## config.mk

```make
export PLATFORM = sky130hd
export DESIGN_NAME = ipid_rsp_fifo
export DESIGN_NICKNAME = d
export VERILOG_FILES = /design/src/hdl/ipid_pkg.sv /design/src/hdl/ipid_rsp_fifo.sv
export SDC_FILE = /design/constraint.sdc
export NUM_CORES = 1
export LEC_CHECK = 0
export ABC_AREA = 1
export BUFFER_PORTS_ARGS = -buffer_cell sky130_fd_sc_hd__buf_2
export CAP_MARGIN = 20
export CORE_ASPECT_RATIO = 1.2
export CORE_MARGIN = 3
export CORE_UTILIZATION = 30
export DETAILED_ROUTE_END_ITERATION = 7
export PLACE_DENSITY = 0.49
export SETUP_SLACK_MARGIN = 0.02
export SLEW_MARGIN = 20
export SYNTH_ARGS = -nofsm -noshare
export SYNTH_HDL_FRONTEND = slang
export SYNTH_SLANG_ARGS = --single-unit
```

## constraint.sdc

```tcl
create_clock -name clock -period 5.4 [get_ports clock]
set_input_delay 0.54 -clock clock [delete_from_list [all_inputs] [get_ports clock]]
set_output_delay 0.54 -clock clock [all_outputs]
set_load 0.05 [all_outputs]
```

## src/hdl/ipid_pkg.sv

```systemverilog
// shared types and constants of the two-channel incremental pid block
package ipid_pkg;

   localparam int NUM_CH     = 2;
   localparam int GAIN_W     = 32;
   localparam int POS_W      = 16;
   localparam int ERR_W      = POS_W + 1;
   localparam int DRIVE_W    = 32;
   localparam int DB_W       = 8;
   localparam int PROD_W     = GAIN_W + ERR_W;
   localparam int SUM_W      = PROD_W + 2;
   localparam int CSR_DATA_W = 32;
   localparam int CSR_ADDR_W = 5;
   localparam int RSP_DEPTH  = 8;
   localparam int RSP_PTR_W  = 3;
   localparam int RSP_CNT_W  = 4;

   localparam logic CMD_DRIVE = 1'b0;
   localparam logic CMD_CLEAR = 1'b1;

   localparam logic [DB_W-1:0] DEAD_BAND_RESET = 8'd1;

   localparam logic signed [DRIVE_W-1:0] DRIVE_MAX = 32'sh7FFF_FFFF;
   localparam logic signed [DRIVE_W-1:0] DRIVE_MIN = 32'sh8000_0000;

   typedef enum logic [2:0] {
      REG_GAIN_NOW_CH0,
      REG_GAIN_LAST_CH0,
      REG_GAIN_OLDER_CH0,
      REG_GAIN_NOW_CH1,
      REG_GAIN_LAST_CH1,
      REG_GAIN_OLDER_CH1,
      REG_DEAD_BAND
   } reg_index_type;

   typedef struct packed {
      logic signed [GAIN_W-1:0] now;
      logic signed [GAIN_W-1:0] last;
      logic signed [GAIN_W-1:0] older;
   } gain_set_type;

   typedef struct packed {
      gain_set_type [NUM_CH-1:0] gain;
      logic [DB_W-1:0]           dead_band;
   } cfg_type;

   typedef struct packed {
      logic signed [DRIVE_W-1:0] drive;
      logic signed [ERR_W-1:0]   last_err;
      logic signed [ERR_W-1:0]   older_err;
   } entry_type;

   typedef struct packed {
      logic signed [DRIVE_W-1:0] drive;
      logic                      in_dead_band;
      logic                      saturated;
   } rsp_type;

endpackage

```

## src/hdl/ipid_rsp_fifo.sv

```systemverilog
// result queue between the compute pipeline and the rsp channel
module ipid_rsp_fifo (
   input  logic                              clock,
   input  logic                              reset,
   input  logic                              push_valid,
   input  ipid_pkg::rsp_type                 push_data,
   output logic                              pop_valid,
   input  logic                              pop_ready,
   output ipid_pkg::rsp_type                 pop_data,
   output logic [ipid_pkg::RSP_CNT_W-1:0]    count
);

   localparam int PTR_W = ipid_pkg::RSP_PTR_W;
   localparam int CNT_W = ipid_pkg::RSP_CNT_W;

   ipid_pkg::rsp_type  q_mem [ipid_pkg::RSP_DEPTH];
   ipid_pkg::rsp_type  head_ff;
   logic [PTR_W-1:0]   wr_ptr_ff;
   logic [PTR_W-1:0]   rd_ptr_ff;
   logic [PTR_W-1:0]   rd_ptr_in;
   logic [CNT_W-1:0]   count_ff;
   logic [CNT_W-1:0]   count_in;
   logic               pop;

   assign pop_valid = (count_ff != '0);
   assign pop       = pop_valid && pop_ready;
   assign pop_data  = head_ff;
   assign count     = count_ff;
   assign rd_ptr_in = pop ? rd_ptr_ff + PTR_W'(1) : rd_ptr_ff;

   always_comb begin
      count_in = count_ff;
      if (push_valid && !pop) begin
         count_in = count_ff + CNT_W'(1);
      end else if (!push_valid && pop) begin
         count_in = count_ff - CNT_W'(1);
      end
   end

   always_ff @(posedge clock) begin
      if (push_valid) begin
         q_mem[wr_ptr_ff] <= push_data;
      end
      // head register holds the entry at the read pointer, taking a same-edge write directly
      if (push_valid && (wr_ptr_ff == rd_ptr_in)) begin
         head_ff <= push_data;
      end else begin
         head_ff <= q_mem[rd_ptr_in];
      end
   end

   always_ff @(posedge clock) begin
      if (reset) begin
         wr_ptr_ff <= '0;
         rd_ptr_ff <= '0;
         count_ff  <= '0;
      end else begin
         count_ff <= count_in;
         if (push_valid) begin
            wr_ptr_ff <= wr_ptr_ff + PTR_W'(1);
         end
         if (pop) begin
            rd_ptr_ff <= rd_ptr_ff + PTR_W'(1);
         end
      end
   end

endmodule

```

==> flow_metrics.tcl <==
set metrics [dict create \
    status "finished clean" \
    io_pins 77 \
    drt_iter0_drc 451 \
    tns_ns 0 \
    rsz0062_at_grt "false" \
    grt_pass1_wl_um 41200 \
    track_usage_pct 13.1 \
    yosysSeqAreaShare_pct 73.5 \
    syn_area_mm2 0.0115 \
    syn_nets 1039 \
    fin_crit_ns 3.83 \
    root_buffer "clkbuf_16" \
    cp_slowest_cell "dfxtp_4" \
    vias_per_cell 4.54 \
    start_util_pct 30.8 \
    fin_util_pct 35.7 \
    fmax_ghz 0.261 \
    cp.required_ns 4.86 \
    max-cap-violations 0 \
    io_buffer_count 76 \
    cts_max_level 1 \
    overflow 0 \
    clock_tree.buffer_depth 3 \
    cts_inserted_buffers 29 \
    fin_worst_skew_ns 0.0276 \
    clock_latency_ns 0.55 \
    gp_congestion 0.700 \
    cts_hold_buf 0 \
    syn-instance-count 995 \
    vdd_drop_max_mv 0.406 \
    leakagePower_uw 0.00487 \
    nets 1110 \
    grt_pass1_vias 7205 \
    fp.dieW_um 184 \
    grt_max_degree 109 \
    finalCritPeriodShare_pct 70.9 \
    synth.distinct_cells 25 \
    drv_slew 0 \
    cpMostUsedCell "nand2_1" \
    slew_headroom_pct 37.3 \
    antenna_found_initial 2 \
    cp.arrival_ns 3.29 \
    drt_pass1_iterations 5 \
    cp_slowest_stage_delay_ns 0.77 \
    setup_viol 0 \
    cts.sink_count 285 \
    mostFrequentLayoutCells "nor2_1 (278), edfxtp_1 (272), nand2_1 (196)" \
    post_cts_resized 0 \
    ant_nets 0 \
    coreArea_mm2 0.0373 \
    hold_viol 0 \
    critPathBufInv 4 \
    post-dp-hpwl_um 14200 \
    final_common_cell "nor2_1" \
    fp.dieH_um 220 \
    wl_um 26700 \
    power_density_mw_per_mm2 528 \
    placed_area_mm2 0.0123 \
    row_count 77 \
    path_max_fanout 66 \
    vias 7103 \
    drive_gt1_share_pct 13.9 \
    stdcell_area_mm2 0.0133 \
    cts_setup_buffers 0 \
    r2r_slack_ns 3.27 \
    drc 0 \
    fin_hold_ws_ns 0.257 \
    synth-seq-cells 285 \
    fillers 3610 \
    wl_per_cell_um 17.1 \
    clk_pin_slew_ns 0.06 \
    ys_warn_count 0 \
    die_area_mm2 0.0406 \
    endpoint_kind "output pin" \
    syn_area_per_cell_um2 11.5 \
    syn2layout_area_growth_pct 16.2 \
    start_kind "flop" \
    critical-path-top-delay-family "buffers and inverters" \
    tightest_slew_ns 0.941 \
    tritoncts "done" \
    total_power_uw 7040 \
    path_class "reg2out" \
    path_cells "clkinv_2, buf_4, buf_16, o21ai_0, nand2_1, nand2_1, nand2_1, buf_2" \
    min_path_type "in2reg" \
]
[registers in the layout, summed over array words and instances (netlist names), named ones only]
signal	count
count	4
q_mem	272
rd_ptr_ff	3
wr_ptr_ff	3
[cell type report]
class	instances	area (µm²)	area share [%]
timing repair buffer	92	520	3.91
inverter	13	51.3	0.385
multi-input combinational	645	2750	20.7
tap	474	593	4.45
clock buffer	31	733	5.50
clock inverter	22	240	1.80
antenna	1	2.50	0.0188
sequential	285	8430	63.3
[final timing paths]
kind	from	endpoint	cells after the start
worst max-delay path	flop	pop_data[7]	8
worst min-delay path	push_data[15]	q_mem[1][15]	1
worst max register to register	count[0]	count[3]	11
worst min register to register	rd_ptr_ff[1]	flop	2
[power by group]
part / internal [µW] / switching [µW] / total (µW)
clock network: 1220 / 821 / 2040
registers: 2500 / 98.3 / 2600
logic: 603 / 1800 / 2400
[cells in the mapped netlist]
| master | instances | area, µm² |
|---|---|---|
| edfxtp_1 | 272 | 8170 |
| o21ai_1 | 43 | 215 |
| nand2_1 | 196 | 736 |
| clkinv_1 | 1 | 3.75 |
| dfxtp_1 | 13 | 260 |
| buf_8 | 1 | 15.0 |
| buf_6 | 7 | 78.8 |
| nor3_1 | 1 | 5.00 |
| buf_2 | 17 | 85.1 |
| a211oi_1 | 1 | 7.51 |
| clkbuf_1 | 17 | 63.8 |
| or2_2 | 2 | 12.5 |
| fa_1 | 1 | 20.0 |
| ha_1 | 5 | 62.6 |
| buf_4 | 3 | 22.5 |
| nor2_1 | 286 | 1070 |
| inv_1 | 10 | 37.5 |
| inv_2 | 2 | 7.51 |
| xor2_1 | 2 | 17.5 |
| o21ai_0 | 94 | 470 |
| clkbuf_2 | 4 | 20.0 |
| nand3b_1 | 1 | 7.51 |
| nand3_1 | 5 | 25.0 |
| a21oi_1 | 8 | 40.0 |
| buf_1 | 3 | 11.3 |
[kinds of logic (layout without fill, tap and decap cells)]
logic type	Yosys count	count (layout)	share of synthesized area (%)
AND/OR/NAND/NOR	491	491	16.2
flip-flops	285	285	73.5
AO/OA/AOI/OAI	146	146	6.39
buffers and inverters	65	158	3.01
adder cells (fa/ha/maj)	6	6	0.720
XOR/XNOR	2	2	0.153
other	0	1	0
[per-layer routing]
| metal | wire (µm) | vias up | track usage (%) |
|---|---|---|---|
| li1 | - | 3540 | - |
| met1 | 11800 | 3360 | 16.6 |
| met2 | 13000 | 148 | 23.1 |
| met3 | 1210 | 51 | 2.14 |
| met4 | 616 | 4 | 3.43 |
| met5 | 27 | - | 0 |
[through the flow]
stage                     setup WS, ns  instances
after floorplan                   2.63        995
after global placement            2.10       1508
after detailed placement          2.07       1508
after CTS                         1.46       1561
after global routing              1.26       1562
final                             1.57       1563
Power figures use the tool's default switching activity.
