**src/hdl/ipid_pkg.sv**
```systemverilog
// shared types and constants of the two-channel incremental pid block
package ipid_pkg;

   localparam int NUM_CH     = 2;
   localparam int GAIN_W     = 32;
   localparam int POS_W      = 16;
   localparam int ERR_W      = POS_W + 1;
   localparam int DRIVE_W    = 32;
   localparam int DB_W       = 8;
   localparam int PROD_W     = GAIN_W + ERR_W;
   localparam int SUM_W      = PROD_W + 2;
   localparam int CSR_DATA_W = 32;
   localparam int CSR_ADDR_W = 5;
   localparam int RSP_DEPTH  = 8;
   localparam int RSP_PTR_W  = 3;
   localparam int RSP_CNT_W  = 4;

   localparam logic CMD_DRIVE = 1'b0;
   localparam logic CMD_CLEAR = 1'b1;

   localparam logic [DB_W-1:0] DEAD_BAND_RESET = 8'd1;

   localparam logic signed [DRIVE_W-1:0] DRIVE_MAX = 32'sh7FFF_FFFF;
   localparam logic signed [DRIVE_W-1:0] DRIVE_MIN = 32'sh8000_0000;

   typedef enum logic [2:0] {
      REG_GAIN_NOW_CH0,
      REG_GAIN_LAST_CH0,
      REG_GAIN_OLDER_CH0,
      REG_GAIN_NOW_CH1,
      REG_GAIN_LAST_CH1,
      REG_GAIN_OLDER_CH1,
      REG_DEAD_BAND
   } reg_index_type;

   typedef struct packed {
      logic signed [GAIN_W-1:0] now;
      logic signed [GAIN_W-1:0] last;
      logic signed [GAIN_W-1:0] older;
   } gain_set_type;

   typedef struct packed {
      gain_set_type [NUM_CH-1:0] gain;
      logic [DB_W-1:0]           dead_band;
   } cfg_type;

   typedef struct packed {
      logic signed [DRIVE_W-1:0] drive;
      logic signed [ERR_W-1:0]   last_err;
      logic signed [ERR_W-1:0]   older_err;
   } entry_type;

   typedef struct packed {
      logic signed [DRIVE_W-1:0] drive;
      logic                      in_dead_band;
      logic                      saturated;
   } rsp_type;

endpackage

```
**src/hdl/ipid_csr.sv**
```systemverilog
// apb register file holding the per-channel gains and the dead band
module ipid_csr (
   input  logic                                clock,
   input  logic                                reset,
   input  logic                                csr_psel,
   input  logic                                csr_penable,
   input  logic                                csr_pwrite,
   input  logic [ipid_pkg::CSR_ADDR_W-1:0]     csr_paddr,
   input  logic [ipid_pkg::CSR_DATA_W-1:0]     csr_pwdata,
   output logic [ipid_pkg::CSR_DATA_W-1:0]     csr_prdata,
   output logic                                csr_pready,
   output ipid_pkg::cfg_type                   cfg
);

   ipid_pkg::cfg_type       cfg_ff;
   ipid_pkg::cfg_type       cfg_in;
   ipid_pkg::reg_index_type reg_idx;
   logic                    wr_en;

   assign reg_idx    = ipid_pkg::reg_index_type'(csr_paddr[ipid_pkg::CSR_ADDR_W-1:2]);
   assign csr_pready = 1'b1;
   assign wr_en      = csr_psel && csr_penable && csr_pwrite && csr_pready;
   assign cfg        = cfg_ff;

   always_comb begin
      cfg_in = cfg_ff;
      if (wr_en) begin
         case (reg_idx)
            ipid_pkg::REG_GAIN_NOW_CH0:   cfg_in.gain[0].now   = csr_pwdata;
            ipid_pkg::REG_GAIN_LAST_CH0:  cfg_in.gain[0].last  = csr_pwdata;
            ipid_pkg::REG_GAIN_OLDER_CH0: cfg_in.gain[0].older = csr_pwdata;
            ipid_pkg::REG_GAIN_NOW_CH1:   cfg_in.gain[1].now   = csr_pwdata;
            ipid_pkg::REG_GAIN_LAST_CH1:  cfg_in.gain[1].last  = csr_pwdata;
            ipid_pkg::REG_GAIN_OLDER_CH1: cfg_in.gain[1].older = csr_pwdata;
            ipid_pkg::REG_DEAD_BAND:      cfg_in.dead_band     = csr_pwdata[ipid_pkg::DB_W-1:0];
            default: ;
         endcase
      end
   end

   always_comb begin
      case (reg_idx)
         ipid_pkg::REG_GAIN_NOW_CH0:   csr_prdata = cfg_ff.gain[0].now;
         ipid_pkg::REG_GAIN_LAST_CH0:  csr_prdata = cfg_ff.gain[0].last;
         ipid_pkg::REG_GAIN_OLDER_CH0: csr_prdata = cfg_ff.gain[0].older;
         ipid_pkg::REG_GAIN_NOW_CH1:   csr_prdata = cfg_ff.gain[1].now;
         ipid_pkg::REG_GAIN_LAST_CH1:  csr_prdata = cfg_ff.gain[1].last;
         ipid_pkg::REG_GAIN_OLDER_CH1: csr_prdata = cfg_ff.gain[1].older;
         ipid_pkg::REG_DEAD_BAND: begin
            csr_prdata = {{(ipid_pkg::CSR_DATA_W-ipid_pkg::DB_W){1'b0}}, cfg_ff.dead_band};
         end
         default:                      csr_prdata = '0;
      endcase
   end

   always_ff @(posedge clock) begin
      if (reset) begin
         // gains to zero, dead band in the low bits to its reset value
         cfg_ff <= {{(ipid_pkg::NUM_CH*3*ipid_pkg::GAIN_W){1'b0}}, ipid_pkg::DEAD_BAND_RESET};
      end else begin
         cfg_ff <= cfg_in;
      end
   end

endmodule

```
**config.mk**
```make
export PLATFORM = sky130hd
export DESIGN_NAME = ipid_csr
export DESIGN_NICKNAME = d
export VERILOG_FILES = /design/src/hdl/ipid_pkg.sv /design/src/hdl/ipid_csr.sv
export SDC_FILE = /design/constraint.sdc
export NUM_CORES = 1
export LEC_CHECK = 0
export ABC_AREA = 1
export BUFFER_PORTS_ARGS = -buffer_cell sky130_fd_sc_hd__buf_2
export CORE_MARGIN = 2
export CORE_UTILIZATION = 43
export DETAILED_ROUTE_END_ITERATION = 8
export GPL_TIMING_DRIVEN = 0
export PLACE_DENSITY = 0.69
export SYNTH_ARGS = -nofsm -noshare
export SYNTH_HDL_FRONTEND = slang
export SYNTH_SLANG_ARGS = --single-unit
```
**constraint.sdc**
```tcl
create_clock -name clock -period 1.9 [get_ports clock]
set_clock_uncertainty 0.2 [all_clocks]
set_input_delay 0 -clock clock [delete_from_list [all_inputs] [get_ports clock]]
set_output_delay 0 -clock clock [all_outputs]
set_load 0.01 [all_outputs]
```
==> Implementation_results.wiki <==
{| class="wikitable"
! Metric !! Value
|-
| Result of the run || completed
|-
| Peak supply drop || about 620 uV
|-
| Pin slew with the least headroom to its limit || approximately 0.94 ns
|-
| Kind of end point of the critical path || flop
|-
| Last weighted congestion value of the routability-driven placer || 0.964
|-
| Warning count from the yosys run || 0
|-
| Detailed placement HPWL || about 30000 microns
|-
| Ratio of routed vias to standard cells || 5.31
|-
| Seq pwr share || 0.472
|-
| Mean post-synth cell area || approximately 6.2 sq um
|-
| WS Path Type || in2reg
|-
| Commonest cells after routing, fill and taps aside || nand2_1, nor2_1, buf_2, dfxtp_1, nand3_1
|-
| Fraction of power spent switching nets || 0.284
|-
| Register-to-register path setup slack || 1.00 ns
|-
| Routed length per placed instance || approximately 19 microns
|-
| Nets in the synthesized netlist || between 1500 and 2000
|-
| Clock network fraction of design power || 0.415
|-
| Leading area contributor after synthesis || dfxtp_1
|-
| Logic depth of the worst register-to-register path || 2
|-
| Final Slew Violations || 0
|-
| Num Clock Sinks || 200
|-
| Combinational group share of total power || 0.113
|-
| Effective utilization at floorplan || 0.436
|-
| Crit-path max FO || 10
|-
| Cells taking the most area after synthesis || dfxtp_1, nand2_1, nor2_1, nand3_1, nand4_1
|-
| Startpoint of the lowest-slack hold path || csr_paddr[3]
|-
| Cts bufs inserted || 17
|-
| Total standard cell area after synthesis || between 9000 and 10000 sq um
|-
| Maximum number of pins on one net before global-route repair || 18
|-
| Clock root cell || clkbuf_16
|-
| Layout-stage area growth over the synthesis result || 28.4%
|-
| Minimum setup slack in the final design || 0.0433 ns
|-
| TritonCTS clock tree || done
|-
| Number of antenna violations at the first check in global routing || 1
|-
| Share of the synthesized area in the top cell type || 0.408
|-
| Total global routing track utilization || 0.343
|-
| Number of rows in the core area || 55
|-
| Full die area || between 20000 and 25000 sq um
|-
| Worst setup SP type || input port
|-
| Hold Slack || approximately 0.024 ns
|-
| Height of the die || roughly 160 microns
|-
| R2r startpoint || cfg[181]
|-
| Maximum achievable frequency || around 0.54 GHz
|-
| CP Data Required Time || ~2.1 ns
|-
| Buffers from clock root to sink, at most || 2
|-
| Number of levels in the clock H-tree || 4
|-
| Flip-flop and latch count after synthesis || 200
|-
| Number of global-route vias before repair || between 10000 and 15000
|-
| Largest register FFs || 200
|-
| Class of the tightest hold or removal check || in2reg
|-
| Leading cell type in the layout, fill and taps excluded || nand2_1
|-
| Switching power || about 2.6 mW
|-
| Data arrival, critical path || 2.05 ns
|-
| Endpoint of the worst hold path || cfg[8]
|-
| RR Endpoint || cfg[181]
|-
| Minimum setup slack after placement || between 0.07 and 0.08 ns
|-
| Clock transition at the registers of the reported paths || 0.07 ns
|-
| Final clock period utilization by the worst path || 0.977
|-
| Worst hold path cell count || 6
|-
| Post-Syn Instances || approximately 1600
|-
| Core Footprint || 22500 sq um
|-
| Number of design rule violations left after detail routing || 0
|-
| Total number of vias || between 10000 and 15000
|-
| I/O pin count || around 280
|-
| First-pass GRT wire length || 61800 microns
|-
| Count of buffers from port buffering || roughly 270
|-
| Drt pass-1 iters || 7
|-
| Clk Latency, worst-skew pair || ~0.46 ns
|-
| Ratio of cells with drive above 1 in the final layout || 0.208
|-
| Post-route minimum period || 1.86 ns
|-
| Sequential share of the synthesized area || 0.408
|-
| Iteration-0 DRC Markers || 1372
|-
| Ratio of total power to cell area || around 700 nW/um^2
|-
| Post-Route WL || approximately 42000 microns
|-
| Final nets || between 1500 and 2000
|-
| Worst slew slack as a fraction of its limit || 0.373
|-
| Count of different cell masters after synthesis || 18
|-
| GRT overflow || 0
|-
| Setup repair after global routing missed its margin || true
|-
| Count of antenna-violating nets left after detailed routing || 0
|-
| # Max-Cap Violations || 0
|-
| Die X-Extent || between 150 and 200 microns
|-
| Final Hold Violating Endpoints || 0
|-
| Setup tns final || 0 ns
|-
| Pleak || around 6.6 nW
|-
| # setup viols final || 0
|-
| Internal Dissipation || 6.51 mW
|}
power by group through the flow:
stage / Clock [mW] / Combinational (mW) / Sequential [mW]
2_1_floorplan: 0 / 0.510 / 4.40
3_3_place_gp: 0 / 0.909 / 4.39
3_5_place_dp: 0 / 0.915 / 4.39
4_1_cts: 3.73 / 0.991 / 4.29
5_1_grt: 3.88 / 1.09 / 4.30
6_report: 3.78 / 1.02 / 4.29
worst max-delay path: stages:
cell and delay (ns):
buf_2 0.11, buf_4 0.17, dlygate4sd3_1 0.61, nand3_2 0.11, nor2_4 0.19, buf_6 0.17
nand2_1 0.05, dlygate4sd3_1 0.55, nand3_1 0.08
metal layers:
layer  vias to the layer above  track usage  wire length (microns)
met2                       698        0.545                  18800
li1                       5608            -                      -
met3                       109       0.0958                   4780
met1                      5359        0.433                  16800
met4                         0        0.159                   1930
met5                         -            0                      0
final cells by class:
cell class	count	area, sq um
clock buffer	19	433
tap	285	357
sequential	200	4000
buffer	116	598
clock inverter	13	141
inverter	70	263
multi-input combinational	1193	4960
timing repair buffer	320	1850
fill	2308	9890
antenna	1	2.50
metrics by stage:
| step | power [mW] | util | instance area (sq um) | cells |
|---|---|---|---|---|
| after detailed placement | 5.30 | 0.512 | 11500 | 2133 |
| after global routing | 9.27 | 0.560 | 12600 | 2217 |
| final | 9.09 | 0.560 | 12600 | 2217 |
| after floorplan | 4.91 | - | 9820 | 1579 |
| after CTS | 9.02 | 0.559 | 12600 | 2213 |
| after global placement | 5.30 | 0.512 | 11500 | 2133 |
repair_timing:
item                       in CTS  in global routing
setup endpoints to repair       0                  4
hold buffers                   48                  0
resized for setup               0                  2
setup buffers                   0                  3
hold endpoints to repair      200                  0
worst max-delay path by stage:
stage	from	endpoint	slack (ns)	depth (start not counted)
floorplan	csr_paddr[2]	cfg[5]	0.74	9
global placement	reset	cfg[35]	0.03	6
detailed placement	reset	cfg[45]	0.07	6
CTS	csr_paddr[3]	cfg[0]	0.07	9
global route	csr_paddr[3]	cfg[0]	-0.02	9
finish	csr_paddr[3]	cfg[0]	0.04	9
logic make-up after synthesis:
family	synth area share
buf+inv	0.0873
compound gates	0.000509
flops	0.408
simple gates	0.504
other cells	0.000382
Yosys cell counts:
cell type and instances:
nand2_1 467, dfxtp_1 200, nor2_4 5, buf_2 61
nor2_1 452, clkbuf_1 31, nand4_1 64, buf_1 3
inv_2 4, nand3_4 1, buf_4 20, inv_1 66
buf_6 1, o21ai_0 1, nand3_1 195, nor2_2 5
conb_1 1, nand3_2 2
Note: power is estimated with default switching activity, not from simulation.
